===== src/ctgcb_pkg.sv =====
`default_nettype none
package ctgcb_pkg;

  localparam int PIXEL_BITS = 16;
  localparam int LOG_FRAC   = 16;
  localparam int MANT_W     = 31;
  localparam int T_W        = 22;
  localparam int GAIN_W     = 17;
  localparam int ALPHA_W    = 13;
  localparam int CFG_IDX_W  = 8;

  localparam logic [12:0] ALPHA_MAX = 13'd4096;

  // ceil(2^36 / 1000): floor(x / 1000) = (x * DIV_RECIP) >> 36 for x < 2^27
  localparam logic [26:0] DIV_RECIP = 27'd68719477;

  typedef enum logic [CFG_IDX_W-1:0] {
    CFG_GAIN  = 8'd0,
    CFG_ALPHA = 8'd1
  } cfg_idx_e;

  typedef struct packed {
    logic [PIXEL_BITS-1:0] y;
    logic                  cd_neg;
    logic [PIXEL_BITS-1:0] cdmag;
    logic [3:0]            msb;
  } side_t;

  function automatic logic [63:0] isqrt64(logic [63:0] v);
    logic [63:0] rem;
    logic [63:0] res;
    logic [63:0] bitv;
    rem  = v;
    res  = 64'd0;
    bitv = 64'd1 << 62;
    for (int k = 0; k < 32; k++) begin
      if (rem >= res + bitv) begin
        rem = rem - (res + bitv);
        res = (res >> 1) + bitv;
      end else begin
        res = res >> 1;
      end
      bitv = bitv >> 2;
    end
    return res;
  endfunction

  // 2^(-2^-idx) in Q1.30
  function automatic logic [MANT_W-1:0] root_const(int idx);
    logic [63:0] c;
    c = 64'd1 << 30;
    for (int k = 1; k <= LOG_FRAC; k++) begin
      if (k <= idx) begin
        if (k == 1) c = isqrt64(64'd1 << 59);
        else        c = isqrt64(c << 30);
      end
    end
    return c[MANT_W-1:0];
  endfunction

endpackage
`default_nettype wire


===== src/ctgcb_log_stage.sv =====
`default_nettype none
module ctgcb_log_stage (
  input  wire logic                          clk_i,
  input  wire logic                          en_i,
  input  wire logic [ctgcb_pkg::MANT_W-1:0]  mant_i,
  input  wire logic [ctgcb_pkg::LOG_FRAC-1:0] frac_i,
  input  wire ctgcb_pkg::side_t              side_i,
  output logic [ctgcb_pkg::MANT_W-1:0]       mant_o,
  output logic [ctgcb_pkg::LOG_FRAC-1:0]     frac_o,
  output ctgcb_pkg::side_t                   side_o
);
  import ctgcb_pkg::*;

  logic [2*MANT_W-1:0] sq;
  logic [MANT_W:0]     y2;
  logic [MANT_W-1:0]   mant_d;
  logic [LOG_FRAC-1:0] frac_d;

  // square the mantissa; one fraction bit of the log per stage
  always_comb begin
    sq     = (2*MANT_W)'(mant_i) * (2*MANT_W)'(mant_i);
    y2     = sq[2*MANT_W-1:30];
    mant_d = y2[MANT_W] ? y2[MANT_W:1] : y2[MANT_W-1:0];
    frac_d = {frac_i[LOG_FRAC-2:0], y2[MANT_W]};
  end

  always_ff @(posedge clk_i) begin
    if (en_i) begin
      mant_o <= mant_d;
      frac_o <= frac_d;
      side_o <= side_i;
    end
  end
endmodule
`default_nettype wire


===== config.mk =====
export PLATFORM = sky130hd
export DESIGN_NAME = ctgcb_log_stage
export DESIGN_NICKNAME = d
export VERILOG_FILES = /design/src/ctgcb_pkg.sv /design/src/ctgcb_log_stage.sv
export SDC_FILE = /design/constraint.sdc
export NUM_CORES = 2
export LEC_CHECK = 0
export BUFFER_PORTS_ARGS = -buffer_cell sky130_fd_sc_hd__buf_2
export CAP_MARGIN = 20
export CORE_UTILIZATION = 56
export CTS_CLUSTER_SIZE = 10
export DETAILED_ROUTE_END_ITERATION = 16
export PLACE_DENSITY = 0.81
export REMOVE_ABC_BUFFERS = 1
export SLEW_MARGIN = 20
export SYNTH_ARGS = -nofsm -noshare
export SYNTH_HDL_FRONTEND = slang
export SYNTH_SLANG_ARGS = --single-unit

===== constraint.sdc =====
create_clock -name clk_i -period 15.4 [get_ports clk_i]
set_clock_uncertainty 0.2 [all_clocks]
set_input_delay 3.08 -clock clk_i [delete_from_list [all_inputs] [get_ports clk_i]]
set_output_delay 3.08 -clock clk_i [all_outputs]
set_load 0.01 [all_outputs]

; Word-level counts from Yosys, hierarchy flattened
; Index checks and enable logic that the tools add are counted.
[totals]
ff_bits = 84
input_bits = 86
out_inout_bits = 84
elab_cells = 9
[op_classes]
mul = 1
n_mux = 1
[op_table]
columns = operator, n
row1 = 31-bit by 31-bit multiplier with 62-bit output, 1
row2 = 30-bit 2-to-1 mux, 1

; Longest topological paths before layout
[logic_depth]
ltp_word = 2
depth_mapped = 30
mapped_depth_nobuf = 27

; Worst setup path after synthesis
; Ideal clock, no wire load.
[synth_path]
kind = input-to-reg
from = in mant_i[7] in the netlist's numbering
to = reg mant_o[10] in the netlist's numbering, data pin
arrival_ps = 10172
required_ps = 14940
setup_slack_ps = 4767
stages = 28
path_cell_list = clkbuf_1 > clkbuf_1 > nand2_1 > inv_1 > fa_1 > fa_1 > fa_1 > inv_1 > fa_1 > inv_1 > fa_1 > fa_1 > fa_1 > inv_1 > fa_1 > inv_1 > ha_1 > buf_6 > a21o_1 > a31oi_1 > o221a_2 > o32a_2 > nand4_2 > a2111oi_4 > nor3b_2 > nor2_2 > buf_6 > mux2_4
[synth_via]
elab_chain_cells = 2
[synth_lines]
columns = item, line_no
row1 = from (decl), ctgcb_log_stage.sv:5  ; input wire logic [ctgcb_pkg::MANT_W-1:0] mant_i,
row2 = 31-bit by 31-bit multiplier with 62-bit output, ctgcb_log_stage.sv:21  ; sq = (2*MANT_W)'(mant_i) * (2*MANT_W)'(mant_i);
row3 = 30-bit 2-to-1 mux, ctgcb_log_stage.sv:23  ; mant_d = y2[MANT_W] ? y2[MANT_W:1] : y2[MANT_W-1:0];
row4 = named net mant_d[10], ctgcb_log_stage.sv:16  ; logic [MANT_W-1:0] mant_d;
row5 = to (signal assigned), ctgcb_log_stage.sv:29  ; mant_o <= mant_d;
row6 = to (decl), ctgcb_log_stage.sv:8  ; output logic [ctgcb_pkg::MANT_W-1:0] mant_o,
; The timed path passes the listed nets, and every way through them passes these cells.
; A chain may end at the register's enable or synchronous reset.

; Final worst setup path
[layout_path]
from = in mant_i[8] in the netlist's numbering
to = reg mant_o[27] in the netlist's numbering, data pin
; The elaborated chain is that of the path after synthesis.

==> flow_metrics.py <==
metrics = {
    "run_status": {
        "status": "finished clean",
    },
    "logic_synthesis": {
        "synthDistinctLibCells": 66,
        "async_flop_share_pct": 0,
        "synth_edf_count": 84,
        "yosys_warnings": 0,
        "ys_ff_latch": 84,
        "seq_area_frac_synth_pct": 8.47,
        "postSynthAreaPerCell_um2": 9.88,
        "syn-instance-count": 3014,
        "synth_area_mm2": 0.0298,
        "synthFlopType": "edfxtp_1",
    },
    "sta": {
        "max_freq_mhz": 83.9,
        "worst-slew-pin-transition_ps": 1060,
        "relSlewSlack_pct": 29.3,
        "layout_min_cycle_time_ps": 11920,
        "fin_tns_setup_ps": 0,
        "setup-violations-final": 0,
        "slew_violations": 0,
        "fin_crit_sh_pct": 77.4,
        "grt_setup_unrepaired": "no",
        "hold_viol": 0,
    },
    "cells_and_area": {
        "area_growth_syn_to_layout_pct": 5.53,
        "mostFrequentLayoutCell": "inv_1",
        "mostFrequentLayoutCells": "inv_1 (908), fa_1 (747), nand2_1 (301)",
        "finalNetCount": 4192,
        "fillers": 4279,
        "final_layout_size_suffix_gt1_share_pct": 7.30,
    },
    "floorplanning": {
        "rows": 84,
        "design.core.area_mm2": 0.0526,
        "io_pins": 170,
        "fp.dieW_um": 233,
        "die-area_mm2": 0.0541,
        "start_util_pct": 56.7,
        "die_h_um": 233,
    },
    "global_route": {
        "antenna_found_initial": 1,
        "grt_pass1_vias": 22900,
        "grt_pass1_wl_um": 117000,
        "grt_overflow": 0,
        "grt_max_degree": 85,
        "grt_usage_pct": 28.1,
    },
    "cts": {
        "root_buffer": "clkbuf_16",
        "cts_buffer_depth": 2,
        "path_clk_slew_ps": 70,
        "postCtsSetupRepairBufs": 0,
        "cts_hold_buf": 0,
        "cts_tree": "built",
        "cts.sinks": 84,
        "cts_buffers": 9,
        "ctsResizeCount": 0,
        "htreeDepth": 3,
    },
    "worst_setup_path": {
        "path_delay_family": "adder cells",
        "path_buf_inv": 5,
        "worstSetupStartpointType": "input pin",
        "critPathCaptureType": "flop",
        "cp_max_fo": 27,
        "cp_common_cell": "fa_1",
        "critPathSlowestCell": "buf_2",
        "crit_start": "mant_i[8]",
        "arrival_ps": 11810,
        "required_ps": 15290,
        "critical_path_class": "in2reg",
        "slowest_delay_ps": 640,
    },
    "drt": {
        "firstDrtPassIters": 5,
        "drtAntennaViolNets": 0,
        "wl_per_cell_um": 18.7,
        "routed_wl_um": 70700,
        "vias": 20400,
        "drtIter0Drc": 1189,
        "viasPerCell": 5.39,
        "drc": 0,
    },
    "job": {
        "max_cap_violations": 0,
    },
    "min_path": {
        "hold_path_class": "in2reg",
        "min_from": "side_i[21]",
    },
    "placement": {
        "io_buffers": 168,
        "dp_hpwl_um": 57200,
        "gp_congestion": 0.912,
    },
}
per-layer routing:
| layer | up-vias | global-route usage [%] | share of wire, % |
|---|---|---|---|
| met1 | 10500 | 35.5 | 39 |
| met4 | 0 | 9.82 | 3.7 |
| met5 | - | 0 | 0 |
| li1 | 8960 | - | - |
| met2 | 729 | 48.9 | 51 |
| met3 | 180 | 4.31 | 6.4 |
final timing paths:
kind	endpoint	slack (ps)	depth (start not counted)
setup / recovery	mant_o[27]	3480	25
hold / removal	side_o[21]	2710	1
registers in the layout (all words and copies together), names as in the netlist:
signal / count
frac_o: 16
mant_o: 31
side_o: 37
stage by stage:
step	util [%]	area, um^2	hold slack, ps	worst slack, ps	cells
2_1_floorplan	-	29300	2980	4320	2904
3_5_place_dp	59.2	31100	3060	2930	3766
3_3_place_gp	59.2	31100	3060	3010	3766
5_1_grt	59.8	31400	2690	3150	3783
6_report	59.8	31400	2710	3480	3785
4_1_cts	59.7	31400	2700	3230	3782
logic make-up (layout without fill, tap and decap cells):
| family | Yosys count | count (layout) | synth area share (%) |
|---|---|---|---|
| compound gates | 188 | 188 | 4.14 |
| flops | 84 | 84 | 8.47 |
| xor+xnor | 62 | 62 | 1.82 |
| other cells | 0 | 2 | 0 |
| simple gates | 613 | 613 | 9.85 |
| mux | 31 | 31 | 1.22 |
| fa+ha+maj | 1016 | 1016 | 61.5 |
| buf+inv | 1020 | 1101 | 13.0 |
Yosys cell counts (5+ instances only):
master / number / area (um^2)
nand4_1: 15 / 93.8
nand3_1: 9 / 45.0
a31oi_1: 5 / 31.3
nor2_1: 59 / 221
a21oi_1: 63 / 315
a211oi_1: 5 / 37.5
fa_1: 747 / 15000
o21ai_1: 6 / 30.0
xor2_1: 28 / 245
a21o_1: 16 / 120
or2_2: 5 / 31.3
inv_1: 908 / 3410
nor3_1: 8 / 40.0
buf_2: 5 / 25.0
nand2_1: 301 / 1130
xnor2_1: 34 / 298
o21ai_0: 30 / 150
ha_1: 269 / 3370
mux2i_1: 19 / 190
edfxtp_1: 84 / 2520
nor2b_1: 9 / 56.3
o211ai_1: 11 / 82.6
clkbuf_1: 99 / 372
o21bai_1: 10 / 75.1
and2_1: 187 / 1170
mux2_4: 10 / 150
cell type report:
cell class                      count  area, um^2  share of cell area (%)
Inverter                          910        3420                    10.9
Multi-Input combinational cell   1910       23400                    74.5
Clock inverter                      7        82.6                   0.263
Sequential cell                    84        2520                    8.03
Timing Repair Buffer              175         908                    2.89
Antenna cell                        2        5.00                  0.0159
Tap cell                          688         861                    2.74
Clock buffer                        9         225                   0.717
Power is not shown: default switching activity piles up to over one toggle a cycle in this logic, so the estimate is an artifact.
