===== src/ctgcb_pkg.sv =====
`default_nettype none
package ctgcb_pkg;

  localparam int PIXEL_BITS = 16;
  localparam int LOG_FRAC   = 16;
  localparam int MANT_W     = 31;
  localparam int T_W        = 22;
  localparam int GAIN_W     = 17;
  localparam int ALPHA_W    = 13;
  localparam int CFG_IDX_W  = 8;

  localparam logic [12:0] ALPHA_MAX = 13'd4096;

  // ceil(2^36 / 1000): floor(x / 1000) = (x * DIV_RECIP) >> 36 for x < 2^27
  localparam logic [26:0] DIV_RECIP = 27'd68719477;

  typedef enum logic [CFG_IDX_W-1:0] {
    CFG_GAIN  = 8'd0,
    CFG_ALPHA = 8'd1
  } cfg_idx_e;

  typedef struct packed {
    logic [PIXEL_BITS-1:0] y;
    logic                  cd_neg;
    logic [PIXEL_BITS-1:0] cdmag;
    logic [3:0]            msb;
  } side_t;

  function automatic logic [63:0] isqrt64(logic [63:0] v);
    logic [63:0] rem;
    logic [63:0] res;
    logic [63:0] bitv;
    rem  = v;
    res  = 64'd0;
    bitv = 64'd1 << 62;
    for (int k = 0; k < 32; k++) begin
      if (rem >= res + bitv) begin
        rem = rem - (res + bitv);
        res = (res >> 1) + bitv;
      end else begin
        res = res >> 1;
      end
      bitv = bitv >> 2;
    end
    return res;
  endfunction

  // 2^(-2^-idx) in Q1.30
  function automatic logic [MANT_W-1:0] root_const(int idx);
    logic [63:0] c;
    c = 64'd1 << 30;
    for (int k = 1; k <= LOG_FRAC; k++) begin
      if (k <= idx) begin
        if (k == 1) c = isqrt64(64'd1 << 59);
        else        c = isqrt64(c << 30);
      end
    end
    return c[MANT_W-1:0];
  endfunction

endpackage
`default_nettype wire


===== src/ctgcb_exp_stage.sv =====
`default_nettype none
module ctgcb_exp_stage #(
  parameter int IDX = 1
) (
  input  wire logic                         clk_i,
  input  wire logic                         en_i,
  input  wire logic [ctgcb_pkg::MANT_W-1:0] v_i,
  input  wire logic [ctgcb_pkg::T_W-1:0]    t_i,
  input  wire ctgcb_pkg::side_t             side_i,
  output logic [ctgcb_pkg::MANT_W-1:0]      v_o,
  output logic [ctgcb_pkg::T_W-1:0]         t_o,
  output ctgcb_pkg::side_t                  side_o
);
  import ctgcb_pkg::*;

  localparam int                BIT_POS = LOG_FRAC - IDX;
  localparam logic [MANT_W-1:0] ROOT_C  = root_const(IDX);

  logic [2*MANT_W-1:0] prod;
  logic [MANT_W-1:0]   v_d;

  // multiply by 2^(-2^-IDX) when that fraction bit of t is set, round half up
  always_comb begin
    prod = (2*MANT_W)'(v_i) * (2*MANT_W)'(ROOT_C) + ((2*MANT_W)'(1) << 29);
    v_d  = t_i[BIT_POS] ? prod[MANT_W+29:30] : v_i;
  end

  always_ff @(posedge clk_i) begin
    if (en_i) begin
      v_o    <= v_d;
      t_o    <= t_i;
      side_o <= side_i;
    end
  end
endmodule
`default_nettype wire


===== config.mk =====
export PLATFORM = sky130hd
export DESIGN_NAME = ctgcb_exp_stage
export DESIGN_NICKNAME = d
export VERILOG_FILES = /design/src/ctgcb_pkg.sv /design/src/ctgcb_exp_stage.sv
export SDC_FILE = /design/constraint.sdc
export NUM_CORES = 1
export LEC_CHECK = 0
export BUFFER_PORTS_ARGS = -buffer_cell sky130_fd_sc_hd__buf_2
export CAP_MARGIN = 40
export CELL_PAD_IN_SITES_DETAIL_PLACEMENT = 0
export CELL_PAD_IN_SITES_GLOBAL_PLACEMENT = 2
export CORE_MARGIN = 3
export CORE_UTILIZATION = 36
export DETAILED_ROUTE_END_ITERATION = 8
export GPL_ROUTABILITY_DRIVEN = 0
export PLACE_DENSITY_LB_ADDON = 0.1
export SYNTH_ARGS = -nofsm -noshare
export SYNTH_HDL_FRONTEND = slang
export SYNTH_SLANG_ARGS = --single-unit

===== constraint.sdc =====
create_clock -name clk_i -period 6.6 [get_ports clk_i]
set_input_delay 0 -clock clk_i [delete_from_list [all_inputs] [get_ports clk_i]]
set_output_delay 0 -clock clk_i [all_outputs]
set_load 0.1 [all_outputs]

; After elaboration in Yosys (flattened, before gate mapping)
; Cells that the tools add are included.
[totals]
regBits = 90
output_inout_bits = 90
[classes]
n_addsub = 1
n_mul = 1
n_mux = 1
[ops]
columns = cell, n
row1 = "adder 61 x 30 -> 61 bit, second input constant", 1
row2 = "multiplier 31 x 28 -> 59 bit, second input constant", 1
row3 = 2-to-1 mux 31 bit, 1

; Depth between registers and ports, before layout
[depth]
depth_word = 3
ltp_mapped = 29

; Worst setup path before layout
; OpenSTA, ideal clock, no wires.
[synth_timing]
path_kind = input-to-reg
from = input port v_i[20] (netlist name)
to = register v_o[29] (netlist name), data pin
setup_slack_ns = -0.668
stages = 28
arrival_time_ns = 7.013
n_path_buf = 1
cell_sequence = ha_1 > fa_1 > inv_1 > fa_1 > inv_1 > fa_1 > inv_1 > fa_1 > inv_1 > fa_1 > inv_1 > fa_1 > inv_1 > ha_1 > clkbuf_8 > nand2_1 > o21ai_2 > a21oi_1 > o31ai_1 > a21o_1 > xnor2_1 > nand4_1 > or3_4 > or3_1 > or4_1 > a21o_1 > or3_1 > a31o_1
[synth_between]
elab_chain_cells = 3
[synth_lines]
columns = element, line
row1 = "start, declared", ctgcb_exp_stage.sv:7  ; input wire logic [ctgcb_pkg::MANT_W-1:0] v_i,
row2 = multiplier 31 x 28 -> 59 bit, ctgcb_exp_stage.sv:24  ; prod = (2*MANT_W)'(v_i) * (2*MANT_W)'(ROOT_C) + ((2*MANT_W)'(1) << 29);
row3 = adder 61 x 30 -> 61 bit, ctgcb_exp_stage.sv:24
row4 = 2-to-1 mux 31 bit, ctgcb_exp_stage.sv:25  ; v_d = t_i[BIT_POS] ? prod[MANT_W+29:30] : v_i;
row5 = net v_d[29], ctgcb_exp_stage.sv:20  ; logic [MANT_W-1:0] v_d;
row6 = "end signal, assigned", ctgcb_exp_stage.sv:30  ; v_o <= v_d;
row7 = "end, declared", ctgcb_exp_stage.sv:10  ; output logic [ctgcb_pkg::MANT_W-1:0] v_o,
; The timed path passes the listed nets, and every way through them passes these cells.
; A chain may end at the register's enable or synchronous reset.

; Final worst setup path
[layout_timing]
from = input port v_i[7] (netlist name)
to = register v_o[30] (netlist name), data pin
; Same word-level chain as after synthesis.

==> metrics.txt <==
area growth from synthesis to layout=45.7%; synth warn=0; Seq/Total Area, Yosys=0.139; timing-limited maximum frequency=140 MHz; post-synthesis register bit count=90; Chip Width=239 microns; slowest cell delay on critical path=0.54 ns; core box area=53100 sq um; startpoint-to-endpoint class of the critical path=input port to flip-flop; number of nets with antenna violations after routing=0; startpoint class of the critical path=input port; Placement Rows=84; pin count of the biggest net entering global routing=62; class of the most critical hold timing path=input port to flip-flop; number of cells after detailed placement=3251; worst slew slack as a fraction of its limit=0.586; Overflow after GRT=0; total clock buffers created by CTS=9; CTS Sinks=90; Top Ports=182; Die Height=239 microns; most area-consuming cells after synthesis=sky130_fd_sc_hd__fa_1, sky130_fd_sc_hd__ha_1, sky130_fd_sc_hd__edfxtp_1; number of instances in the synthesized netlist=1990; port bufs=181; slew at the pin with the worst max-slew slack=0.621 ns; Tcrit/Tclk final=1.08; non-filler instance count after layout=3403; Sequential cell area=2700 sq um; diode count=0; met2 global-route usage=0.380; post-synthesis cell type with the largest combined area=sky130_fd_sc_hd__fa_1; number of slew-limit violations in the final report=0; maximum level of the CTS H-tree=3; worst-path cell with the longest stage delay=sky130_fd_sc_hd__fa_2; Final nets=3457; number of failing hold endpoints at the final stage=0; Synth Net Count=2737; initial antenna violation count=1; GRT Total Usage=0.224; violations in the final reports=setup timing; Pre-antenna DRT Iters=5; final wirelength=63000 microns; met1 demand-to-capacity share in global routing=0.319; number of enable flip-flop cells after synthesis=90; async set or reset register ratio after synthesis=0; Max Fanout on Critical Path=5; run status=finished with violations; Worst EP arrival=7.21 ns; proportion of netlist area held by the largest area contributor=0.314; 1st-iter DRT viols=600; vias per cell=4.68; clock slew at reported path FFs=0.07 ns; Bufs on Longest Clock Path=2; global-route track usage on met3=0.0179; via total after detailed routing=15900; Avg Synthesized Cell Area=9.78 sq um; category of the worst setup path capture point=flip-flop; starting utilization of the core area=0.367; most repeated cell in the gate-level netlist after synthesis=sky130_fd_sc_hd__inv_1; wire length per cell=18.5 microns; Unique masters post-synth=90; Worst Setup Slack post-DPL=-1.23 ns; global-route wire length before repair=98100 microns; fill cell total of the finished layout=4825; data required time at the worst endpoint=6.68 ns; HPWL after DPL=54900 microns; flip-flop cell with the highest count after synthesis=sky130_fd_sc_hd__edfxtp_1; number of max-cap violations=0; vias in the first global route=17400; cell repeated most along the worst path=sky130_fd_sc_hd__fa_1; DRC=0; fin worst setup slack=-0.533 ns; setup violation total in the final timing report=15; clock tree from TritonCTS=yes; post-route minimum period=7.13 ns; area occupied by multi-input gates=16500 sq um; RSZ-0062 raised after global routing=true; GR peak layer=met2; die area=56900 sq um; CTS root buf=sky130_fd_sc_hd__clkbuf_16; fraction of layout instances using a drive strength above 1=0.385; most common library cells after synthesis=sky130_fd_sc_hd__inv_1, sky130_fd_sc_hd__ha_1, sky130_fd_sc_hd__fa_1; post-route setup TNS=-4.46 ns; cell area after synthesis=19500 sq um
sequential cells by signal (all words and copies together), names as in the netlist:
signal and cells:
t_o 22, side_o 37, v_o 31
path summary, 6_finish.rpt:
path | endpoint | depth (start not counted) | start | slack, ns
hold / removal | side_o[27] | 1 | en_i | 0.13
setup / recovery | v_o[30] | 31 | v_i[7] | -0.53
cells by family (layout without fill, tap and decap cells):
| family | after synthesis | in the layout | share of synthesized area |
|---|---|---|---|
| adders and majority gates | 655 | 655 | 0.539 |
| buffers and inverters | 625 | 1350 | 0.124 |
| and+or+nand+nor | 304 | 304 | 0.0838 |
| AOI/OAI and AO/OA | 239 | 239 | 0.0788 |
| DFF | 90 | 90 | 0.139 |
| xor gates and xnor gates | 71 | 71 | 0.0327 |
| muxes | 6 | 6 | 0.00334 |
stage by stage:
| stage | hold slack (ns) | utilization | cell area, sq um |
|---|---|---|---|
| 6_report | 0.128 | 0.534 | 28400 |
| 5_1_grt | 0.129 | 0.534 | 28400 |
| 4_1_cts | 0.122 | 0.521 | 27600 |
| 3_5_place_dp | 0.178 | 0.466 | 24700 |
| 3_3_place_gp | 0.176 | 0.465 | 24700 |
| 2_1_floorplan | 0.0989 | - | 19900 |
worst max-delay path: cells and delay by family:
family / cells / cell delay (ns)
adders and majority gates: 7 / 2.90
and+or+nand+nor: 3 / 1.02
buffers and inverters: 9 / 1.09
xor gates and xnor gates: 2 / 0.34
AOI/OAI and AO/OA: 10 / 1.87
what timing repair did:
item                                   CTS  global route
buffers inserted                        62            33
gates resized for setup                316           151
hold buffers                            58             0
setup endpoints to repair               22            23
pin swaps                              143            89
endpoints found under the hold margin   58             0
gates cloned                             0             0
cell usage in the layout, fill, tap and decap left out, types with 6 or more instances in the layout:
cell type / n
sky130_fd_sc_hd__a21o_1: 19
sky130_fd_sc_hd__a21oi_1: 61
sky130_fd_sc_hd__a21oi_2: 17
sky130_fd_sc_hd__a21oi_4: 11
sky130_fd_sc_hd__and2_1: 17
sky130_fd_sc_hd__buf_12: 12
sky130_fd_sc_hd__buf_2: 153
sky130_fd_sc_hd__buf_4: 461
sky130_fd_sc_hd__buf_6: 44
sky130_fd_sc_hd__buf_8: 7
sky130_fd_sc_hd__clkbuf_16: 9
sky130_fd_sc_hd__dlygate4sd3_1: 58
sky130_fd_sc_hd__edfxtp_1: 90
sky130_fd_sc_hd__fa_1: 280
sky130_fd_sc_hd__fa_2: 25
sky130_fd_sc_hd__ha_1: 264
sky130_fd_sc_hd__ha_2: 9
sky130_fd_sc_hd__ha_4: 77
sky130_fd_sc_hd__inv_1: 549
sky130_fd_sc_hd__inv_2: 44
sky130_fd_sc_hd__nand2_1: 54
sky130_fd_sc_hd__nand2_2: 12
sky130_fd_sc_hd__nand3_1: 21
sky130_fd_sc_hd__nand3_2: 6
sky130_fd_sc_hd__nand4_1: 24
sky130_fd_sc_hd__nor2_1: 59
sky130_fd_sc_hd__nor2_2: 8
sky130_fd_sc_hd__nor2_4: 12
sky130_fd_sc_hd__nor3_1: 10
sky130_fd_sc_hd__nor3_2: 6
sky130_fd_sc_hd__nor3_4: 7
sky130_fd_sc_hd__nor4_4: 9
sky130_fd_sc_hd__o211ai_1: 7
sky130_fd_sc_hd__o21ai_0: 25
sky130_fd_sc_hd__o21ai_1: 17
sky130_fd_sc_hd__o21ai_2: 7
sky130_fd_sc_hd__xnor2_1: 22
sky130_fd_sc_hd__xnor2_2: 11
sky130_fd_sc_hd__xor2_1: 33
metal layers:
layer / part of all wire / wire length (microns)
met5: 0 / 0
met4: 0.015 / 924
met3: 0.031 / 1960
met2: 0.47 / 29800
met1: 0.48 / 30300
cell type report:
cell class              count  area share
clock buffers               9     0.00794
flip-flops and latches     90      0.0953
inverters                 597      0.0794
clock inverters             7     0.00371
multi-input cells        1275       0.583
repair buffers            737       0.200
well taps                 688      0.0304
Power is not shown: default switching activity piles up to over one toggle a cycle in this logic, so the estimate is an artifact.
